`src/sv/vgph_pkg.sv`:
```
// shared types and constants for the voxel grid point histogram
// no dependencies

package vgph_pkg;

  localparam int COORD_W   = 32;
  localparam int RECIP_W   = 32;
  localparam int PROD_W    = COORD_W + RECIP_W;
  localparam int INDEX_W   = 15;
  localparam int OUTCNT_W  = 32;
  localparam int CFG_IDX_W = 3;
  localparam int CFG_W     = 32;

  localparam logic [CFG_IDX_W-1:0] REG_X_ORIGIN = 3'd0;
  localparam logic [CFG_IDX_W-1:0] REG_Y_ORIGIN = 3'd1;
  localparam logic [CFG_IDX_W-1:0] REG_Z_ORIGIN = 3'd2;
  localparam logic [CFG_IDX_W-1:0] REG_X_RECIP  = 3'd3;
  localparam logic [CFG_IDX_W-1:0] REG_Y_RECIP  = 3'd4;
  localparam logic [CFG_IDX_W-1:0] REG_Z_RECIP  = 3'd5;

  localparam logic KIND_ACCUM = 1'b0;
  localparam logic KIND_READ  = 1'b1;

  typedef enum logic [1:0] {
    AXIS_X = 2'd0,
    AXIS_Y = 2'd1,
    AXIS_Z = 2'd2
  } axis_t;

  typedef enum logic [2:0] {
    ST_CLEAR,
    ST_IDLE,
    ST_MUL,
    ST_MAP,
    ST_RD,
    ST_UPD
  } state_t;

  typedef struct packed {
    logic  clr_en;
    logic  load;
    logic  mul_en;
    logic  map_en;
    logic  rd_en;
    logic  upd_en;
    axis_t axis;
  } cmd_t;

  typedef struct packed {
    logic clr_last;
  } status_t;

endpackage

```
`src/sv/vgph_ctrl.sv`:
```
// controller state machine: clearing pass, axis sequencing, memory update
// depends on vgph_pkg

module vgph_ctrl (
  input  logic               clk,
  input  logic               rst,
  input  logic               start,
  input  logic               kind,
  input  vgph_pkg::status_t  status,
  output vgph_pkg::cmd_t     cmd,
  output logic               busy
);

  vgph_pkg::state_t state, state_next;
  vgph_pkg::axis_t  axis, axis_next;

  always_ff @(posedge clk) begin
    if (rst) begin
      state <= vgph_pkg::ST_CLEAR;
      axis  <= vgph_pkg::AXIS_X;
    end else begin
      state <= state_next;
      axis  <= axis_next;
    end
  end

  always_comb begin
    state_next = state;
    axis_next  = axis;
    case (state)
      vgph_pkg::ST_CLEAR: begin
        if (status.clr_last) state_next = vgph_pkg::ST_IDLE;
      end
      vgph_pkg::ST_IDLE: begin
        axis_next = vgph_pkg::AXIS_X;
        if (start) begin
          state_next = (kind == vgph_pkg::KIND_READ) ? vgph_pkg::ST_RD : vgph_pkg::ST_MUL;
        end
      end
      vgph_pkg::ST_MUL: begin
        state_next = vgph_pkg::ST_MAP;
      end
      vgph_pkg::ST_MAP: begin
        case (axis)
          vgph_pkg::AXIS_X: begin
            axis_next  = vgph_pkg::AXIS_Y;
            state_next = vgph_pkg::ST_MUL;
          end
          vgph_pkg::AXIS_Y: begin
            axis_next  = vgph_pkg::AXIS_Z;
            state_next = vgph_pkg::ST_MUL;
          end
          default: begin
            axis_next  = vgph_pkg::AXIS_X;
            state_next = vgph_pkg::ST_RD;
          end
        endcase
      end
      vgph_pkg::ST_RD: begin
        state_next = vgph_pkg::ST_UPD;
      end
      vgph_pkg::ST_UPD: begin
        state_next = vgph_pkg::ST_IDLE;
      end
      default: begin
        state_next = vgph_pkg::ST_IDLE;
      end
    endcase
  end

  always_comb begin
    cmd        = '0;
    cmd.axis   = axis;
    busy       = 1'b1;
    case (state)
      vgph_pkg::ST_CLEAR: cmd.clr_en = 1'b1;
      vgph_pkg::ST_IDLE: begin
        busy     = 1'b0;
        cmd.load = start;
      end
      vgph_pkg::ST_MUL:   cmd.mul_en = 1'b1;
      vgph_pkg::ST_MAP:   cmd.map_en = 1'b1;
      vgph_pkg::ST_RD:    cmd.rd_en  = 1'b1;
      vgph_pkg::ST_UPD:   cmd.upd_en = 1'b1;
      default:            busy = 1'b1;
    endcase
  end

endmodule

```
`config.mk`:
```
export PLATFORM = sky130hd
export DESIGN_NAME = vgph_ctrl
export DESIGN_NICKNAME = d
export VERILOG_FILES = /design/src/sv/vgph_pkg.sv /design/src/sv/vgph_ctrl.sv
export SDC_FILE = /design/constraint.sdc
export NUM_CORES = 1
export LEC_CHECK = 0
export ABC_CLOCK_PERIOD_IN_PS = 1200
export BUFFER_PORTS_ARGS = -buffer_cell sky130_fd_sc_hd__buf_2
export CORE_AREA = 2 2 39 41
export CTS_BUF_LIST = sky130_fd_sc_hd__clkbuf_4 sky130_fd_sc_hd__clkbuf_8 sky130_fd_sc_hd__clkbuf_16
export CTS_CLUSTER_SIZE = 28
export DETAILED_ROUTE_END_ITERATION = 16
export DIE_AREA = 0 0 41 43
export PLACE_DENSITY = 0.52
export REMOVE_ABC_BUFFERS = 1
export SETUP_SLACK_MARGIN = 0.05
export SYNTH_ARGS = -nofsm -noshare
export SYNTH_HDL_FRONTEND = slang
export SYNTH_SLANG_ARGS = --single-unit
```
`constraint.sdc`:
```
create_clock -name clk -period 1.2 [get_ports clk]
set_clock_uncertainty 0.15 [all_clocks]
set_input_delay 0.06 -clock clk [delete_from_list [all_inputs] [get_ports clk]]
set_output_delay 0.06 -clock clk [all_outputs]
set_load 0.005 [all_outputs]
```
==> results of run 1 <==
[how the worst max path moves through the flow]
stage,start,end,slack (ns),cells past startpoint
after floorplan,state[0],state[0],0.02,3
after global placement,state[0],state[2],-0.03,4
after detailed placement,state[1],state[1],-0.06,3
after CTS,state[2],cmd[6],-0.1,3
after global routing,state[1],cmd[6],-0.19,3
final,state[0],cmd[4],-0.1,4
[through the flow]
stage,setup TNS (ns),utilization (%),std cells,total power [mW],hold WS (ns)
6_report,-0.512,42.8,78,0.495,0.0377
3_3_place_gp,-0.0667,29.9,67,0.245,0.152
5_1_grt,-1.14,42.8,78,0.533,0.0609
4_1_cts,-0.557,38.5,76,0.496,0.0125
2_1_floorplan,0,-,34,0.212,-0.0176
3_5_place_dp,-0.167,29.9,67,0.245,0.157
[registers in the layout (all words and copies together) (netlist names)]
| register | flops |
|---|---|
| state | 3 |
| axis | 2 |
[routing by layer]
metal,wire length (um),up-vias,share of wire [%]
met1,396,162,46
met5,0,-,0
met2,411,11,48
met3,49,0,5.7
li1,-,179,-
met4,0,0,0
[cells by family (layout without fill, tap and decap cells)]
| family | after synthesis | in the layout | synth area share, % |
|---|---|---|---|
| and+or+nand+nor | 18 | 18 | 39.9 |
| muxes | 1 | 1 | 3.04 |
| buffers and inverters | 5 | 30 | 11.4 |
| AOI/OAI and AO/OA | 8 | 8 | 15.2 |
| DFF | 5 | 5 | 30.4 |
[cell usage in the layout (no fill, tap or decap), drive strengths merged, types with 2 or more instances in the layout]
cell type	synthesis	layout
nor2	5	5
buf	3	22
nor3b	3	3
nand2b	2	2
a22oi	2	2
a21oi	3	3
dfxtp	5	5
and2	2	2
clkbuf	0	4
dlygate4sd3	0	2
inv	2	2
[repair_timing]
item | in CTS | in global routing
endpoints found under the setup margin | 12 | 12
endpoints found under the hold margin | 5 | 0
gates resized for setup | 14 | 13
hold buffers | 2 | 0
buffers inserted | 3 | 3
pin swaps | 8 | 7
[power groups by stage]
| stage | registers [mW] | logic, mW | clock network (mW) |
|---|---|---|---|
| after detailed placement | 0.181 | 0.0642 | 0 |
| after global placement | 0.181 | 0.0642 | 0 |
| after global routing | 0.174 | 0.118 | 0.241 |
| after floorplan | 0.182 | 0.0298 | 0 |
| final | 0.174 | 0.106 | 0.215 |
| after CTS | 0.176 | 0.0935 | 0.226 |
[layout make-up]
type	instances	area, um^2	area share, %
flip-flops and latches	5	111	18.8
clock buffers	4	30.0	5.07
well taps	16	20.0	3.38
repair buffers	24	178	30.0
multi-input cells	27	245	41.4
inverters	2	7.51	1.27
[worst reg2reg max path, stage by stage (launching register included)]
cell,delay (ns)
dfxtp_4,0.35
buf_6,0.12
or3_1,0.32
a21oi_2,0.12
nor2_1,0.05
==> summary.txt, run 1 <==
Largest net degree at the start of global routing -> 11
RSZ-0062 raised after global routing -> yes
Number of synthesized flops with an enable pin -> 0
Max clock buf depth -> 2
Top_reg_cell synth -> dfxtp_1
Post-DP HPWL -> 570 um
Placeable Area -> 0.00138 mm^2
# diodes -> 0
Outcome -> finished, violations left
Via-to-Cell Ratio -> 4.51
Antenna violations before repair -> 0
Crit Path Class -> flip-flop to primary output
TritonCTS Sinks -> 5
Buf/Inv on CP -> 2
Critical-path cell list -> buf_6 -> nor2b_4 -> and2_1 -> buf_2
Initial Util -> 23.8%
Actual slew at the worst max-slew pin -> 0.251 ns
Leak -> 0.268 nW
Hold Crit Endpoint -> state[0]
Crit share post-route -> 108%
Routed Antenna Nets -> 0
I/O Pins -> 14
Worst EP arrival -> 1.09 ns
Slowest CP cell -> dfxtp_4
Mean Syn Cell Area -> 8.89 um^2
Clock-pin slew on the worst setup and hold paths -> 0.04 ns
Endpoint class of the critical path -> primary output
Vias -> 352
Crit-path max FO -> 4
# H-tree levels -> 1
Hold crit path type -> input port to flip-flop
Seq/Total Area, Yosys -> 30.4%
Async S/R FF share, synth -> 0%
Met1 usage -> 13.0%
DRT Pass-1 Iters -> 2
Power Density -> 837 mW/mm^2
Max-cap violation count -> 0
Hold path cells -> 4
First-pass GRT wire length -> 1.30 mm
Top cell type by total area after synthesis -> dfxtp_1
Die Wd -> 41 um
Fin crit period -> 1.30 ns
Max rail drop VDD -> 0.367 mV
Gr ovfl total -> 0
R2r setup slk -> -0.03 ns
Gr busiest metal -> met2
Final hold violations -> 0
R2r worst-path depth -> 4
Initial drt markers -> 3
Met2 usage -> 15.6%
Cell area after synthesis -> 329 um^2
Cell variety after synth -> 21
CTS tree -> yes
P_int -> 0.377 mW
Synth top area share -> 30.4%
Slowest cell delay on critical path -> 0.37 ns
Maximum clock frequency -> 0.770 GHz
Syn Inst Count -> 37
Final setup vio count -> 9
Vias in the first global route -> 325
Comb pwr share -> 21.5%
Synth top area cells -> dfxtp_1 (30%), nor3b_2 (7.6%), buf_6 (6.8%)
WP data required -> 0.99 ns
Post-place setup slack -> -0.0587 ns
Flop pwr share -> 35.1%
Area after DPL -> 414 um^2
Residual DRC -> 0
Final instance area -> 592 um^2
Failing checks -> negative setup slack
Worst setup SP type -> flip-flop
Skew-Pair Late Insertion Delay -> 0.24 ns
CTS Root Cell -> clkbuf_4
Hold path start -> status
Total Wirelength -> 857 um
WL/cell -> 11.0 um
RePlAce Congestion -> 0.625
Final WS setup -> -0.0985 ns
Fillers -> 134
Area growth syn-to-layout -> 79.8%
YS warnings -> 0
Share of layout cells above drive strength 1 -> 69.4%
Die area -> 0.00176 mm^2
Top cells by count, synth -> dfxtp_1 (5), nor2_1 (5), a21oi_1 (3)
GR Layer Usage met3 -> 4.71%
Crit-path leading delay family -> flip-flops
Gr usage total -> 11.2%
Clock share of power -> 43.4%
Die Y -> 43 um
Nets -> 68
Row cnt -> 14
Total CTS buffers -> 3
Reg2reg end -> state[0]
Reg2reg start -> state[0]
Synthesized flop and latch total -> 5
Rel. slew slack -> 83.1%
Switching power -> 0.118 mW
Sw frac -> 23.8%
Slew Limit Fails -> 0
Port buffer count -> 13
No activity file was read; power rests on OpenSTA's default activity.
==> run 2: changes to the inputs <==
- BUFFER_PORTS_ARGS: -buffer_cell sky130_fd_sc_hd__buf_2 -> not set
- DONT_BUFFER_PORTS: not set -> 1
- PLACE_DENSITY: 0.52 -> 0.42
==> run 2 against run 1 <==
Largest cell class unchanged. The run still ends with negative setup slack left. Largest power group unchanged. Non-clock buffer count fell by 7. Setup slack gained 0.045 ns. Highest routed layer unchanged. Flip-flop and latch count unchanged.
==> summary.txt, run 2 (synthesis gave the netlist of run 1 again) <==
Outcome -> finished, violations left (unchanged)
Failing checks -> negative setup slack (unchanged)
Routed Antenna Nets -> 0 (unchanged)
CTS tree -> yes (unchanged)
Most common cell after layout, fill and taps aside -> buf_4 (was buf_2)
Reg2reg start -> state[2] (was state[0])
Largest Register -> state (unchanged)
Post-place setup slack -> -0.0495 ns (was -0.0587 ns)
# diodes -> 0 (unchanged)
Vias -> 323 (was 352)
Gr ovfl total -> 0 (unchanged)
Final WS setup -> -0.0537 ns (was -0.0985 ns)
Slowest CP cell -> dfxtp_4 (unchanged)
Final hold violations -> 0 (unchanged)
Die Y -> 43 um (unchanged)
Crit-path max FO -> 4 (unchanged)
Initial drt markers -> 11 (was 3)
Die area -> 0.00176 mm^2 (unchanged)
Initial Util -> 23.8% (unchanged)
Die Wd -> 41 um (unchanged)
Vias in the first global route -> 315 (was 325)
Residual DRC -> 0 (unchanged)
Commonest cells after routing, fill and taps aside -> buf_4 (9), nor2_1 (5), clkbuf_4 (4), dlygate4sd3_1 (4), buf_6 (4) (was buf_2 (12), buf_6 (6), nor2_1 (4), clkbuf_4 (4), buf_4 (4))
Leak -> 0.232 nW (was 0.268 nW)
DRT Pass-1 Iters -> 2 (unchanged)
Antenna violations before repair -> 0 (unchanged)
Hold slack -> 0.0877 ns (was 0.0377 ns)
Largest net degree at the start of global routing -> 11 (unchanged)
RePlAce Congestion -> 0.663 (was 0.625)
Crit share post-route -> 104% (was 108%)
Total CTS buffers -> 3 (unchanged)
Port buffer count -> 0 (was 13)
# H-tree levels -> 1 (unchanged)
Max rail drop VDD -> 0.393 mV (was 0.367 mV)
Hold crit path type -> input port to primary output (was input port to flip-flop)
Worst setup SP type -> flip-flop (unchanged)
R2r worst-path depth -> 4 (unchanged)
Gr usage total -> 10.2% (was 11.2%)
Nets -> 61 (was 68)
Hold path start -> start (was status)
Clock-pin slew on the worst setup and hold paths -> 0.04 ns (about the same)
Fin crit period -> 1.25 ns (was 1.30 ns)
Final setup vio count -> 5 (was 9)
Final instance area -> 557 um^2 (was 592 um^2)
Row cnt -> 14 (unchanged)
Crit-path leading delay family -> flip-flops (unchanged)
Crit Path Class -> flip-flop to primary output (unchanged)
Buf/Inv on CP -> 2 (unchanged)
Power Density -> 863 mW/mm^2 (was 837 mW/mm^2)
Max reg flops -> 3 (unchanged)
Skew-Pair Late Insertion Delay -> 0.23 ns (was 0.24 ns)
Endpoint class of the critical path -> primary output (unchanged)
Slowest cell delay on critical path -> 0.36 ns (was 0.37 ns)
Critical-path cell list -> buf_6 -> nor3b_4 -> buf_4 (was buf_6 -> nor2b_4 -> and2_1 -> buf_2)
Hold path cells -> 1 (was 4)
WL/cell -> 10.8 um (was 11.0 um)
Actual slew at the worst max-slew pin -> 0.208 ns (was 0.251 ns)
Placeable Area -> 0.00138 mm^2 (unchanged)
I/O Pins -> 14 (unchanged)
Slew Limit Fails -> 0 (unchanged)
Max-cap violation count -> 0 (unchanged)
Cell count along the critical path -> 3 (was 4)
Area growth syn-to-layout -> 69.2% (was 79.8%)
RSZ-0062 raised after global routing -> yes (unchanged)
Regs by FF count -> state (3), axis (2) (unchanged)
Fillers -> 144 (was 134)
WP data required -> 0.99 ns (about the same)
Share of layout cells above drive strength 1 -> 60.0% (was 69.4%)
Worst EP arrival -> 1.04 ns (was 1.09 ns)
TritonCTS Sinks -> 5 (unchanged)
Total Wirelength -> 764 um (was 857 um)
Maximum clock frequency -> 0.798 GHz (was 0.770 GHz)
Rel. slew slack -> 86.0% (was 83.1%)
Max clock buf depth -> 2 (unchanged)
CTS Root Cell -> clkbuf_4 (unchanged)
Area after DPL -> 379 um^2 (was 414 um^2)
Via-to-Cell Ratio -> 4.55 (was 4.51)
First-pass GRT wire length -> 1.21 mm (was 1.30 mm)
Post-DP HPWL -> 575 um (was 570 um)
Crit path launch -> state[2] (was state[0])
-- run 2: changes by cell type in the layout (fill, tap and decap cells not counted), sizes merged --
cell         before  now
buf              22   13
dlygate4sd3       2    4
-- run 2: what timing repair did --
action                     CTS  global route
buffers inserted             4             1
setup endpoints to repair   12            12
resized for setup           14             9
pin swaps                    6             2
hold buffers                 4             0
hold endpoints to repair     5             0
-- run 2: area by class of cell --
class,instances,area [um^2],area share (%)
tap,16,20.0,3.60
multi-input combinational,27,235,42.2
sequential,5,111,20.0
timing repair buffer,17,153,27.4
inverter,2,7.51,1.35
clock buffer,4,30.0,5.39
-- run 2: power by group --
group | internal, mW | switching [mW] | total, mW
Clock | 0.148 | 0.0619 | 0.210
Combinational | 0.0581 | 0.0355 | 0.0936
Sequential | 0.167 | 0.0102 | 0.177
-- run 2: through the flow --
stage	setup TNS (ns)	power, mW	cells	utilization (%)
global placement	-0.0437	0.233	58	27.4
CTS	-0.240	0.483	70	37.7
global route	-0.607	0.522	71	40.2
floorplan	0	0.212	34	-
detailed placement	-0.138	0.233	58	27.4
finish	-0.179	0.481	71	40.2
-- run 2: final timing paths --
kind	end	slack [ns]
hold / removal	cmd[6]	0.09
setup / recovery	cmd[5]	-0.05
hold reg to reg	axis[0]	0.41
setup reg to reg	state[1]	-0.01
-- run 2: metal layers --
metal	vias to the layer above	wire length, um	track usage [%]
li1	163	-	-
met1	150	299	11.6
met2	10	383	14.4
met3	0	81	4.19
met4	0	0	8.00
met5	-	0	0
-- run 2: worst reg2reg max path: cells and delay by family, from the launching register on --
kind                   cells  cell delay (ns)
AOI/OAI and AO/OA          1             0.12
and+or+nand+nor            2             0.35
DFF                        1             0.36
buffers and inverters      1             0.15
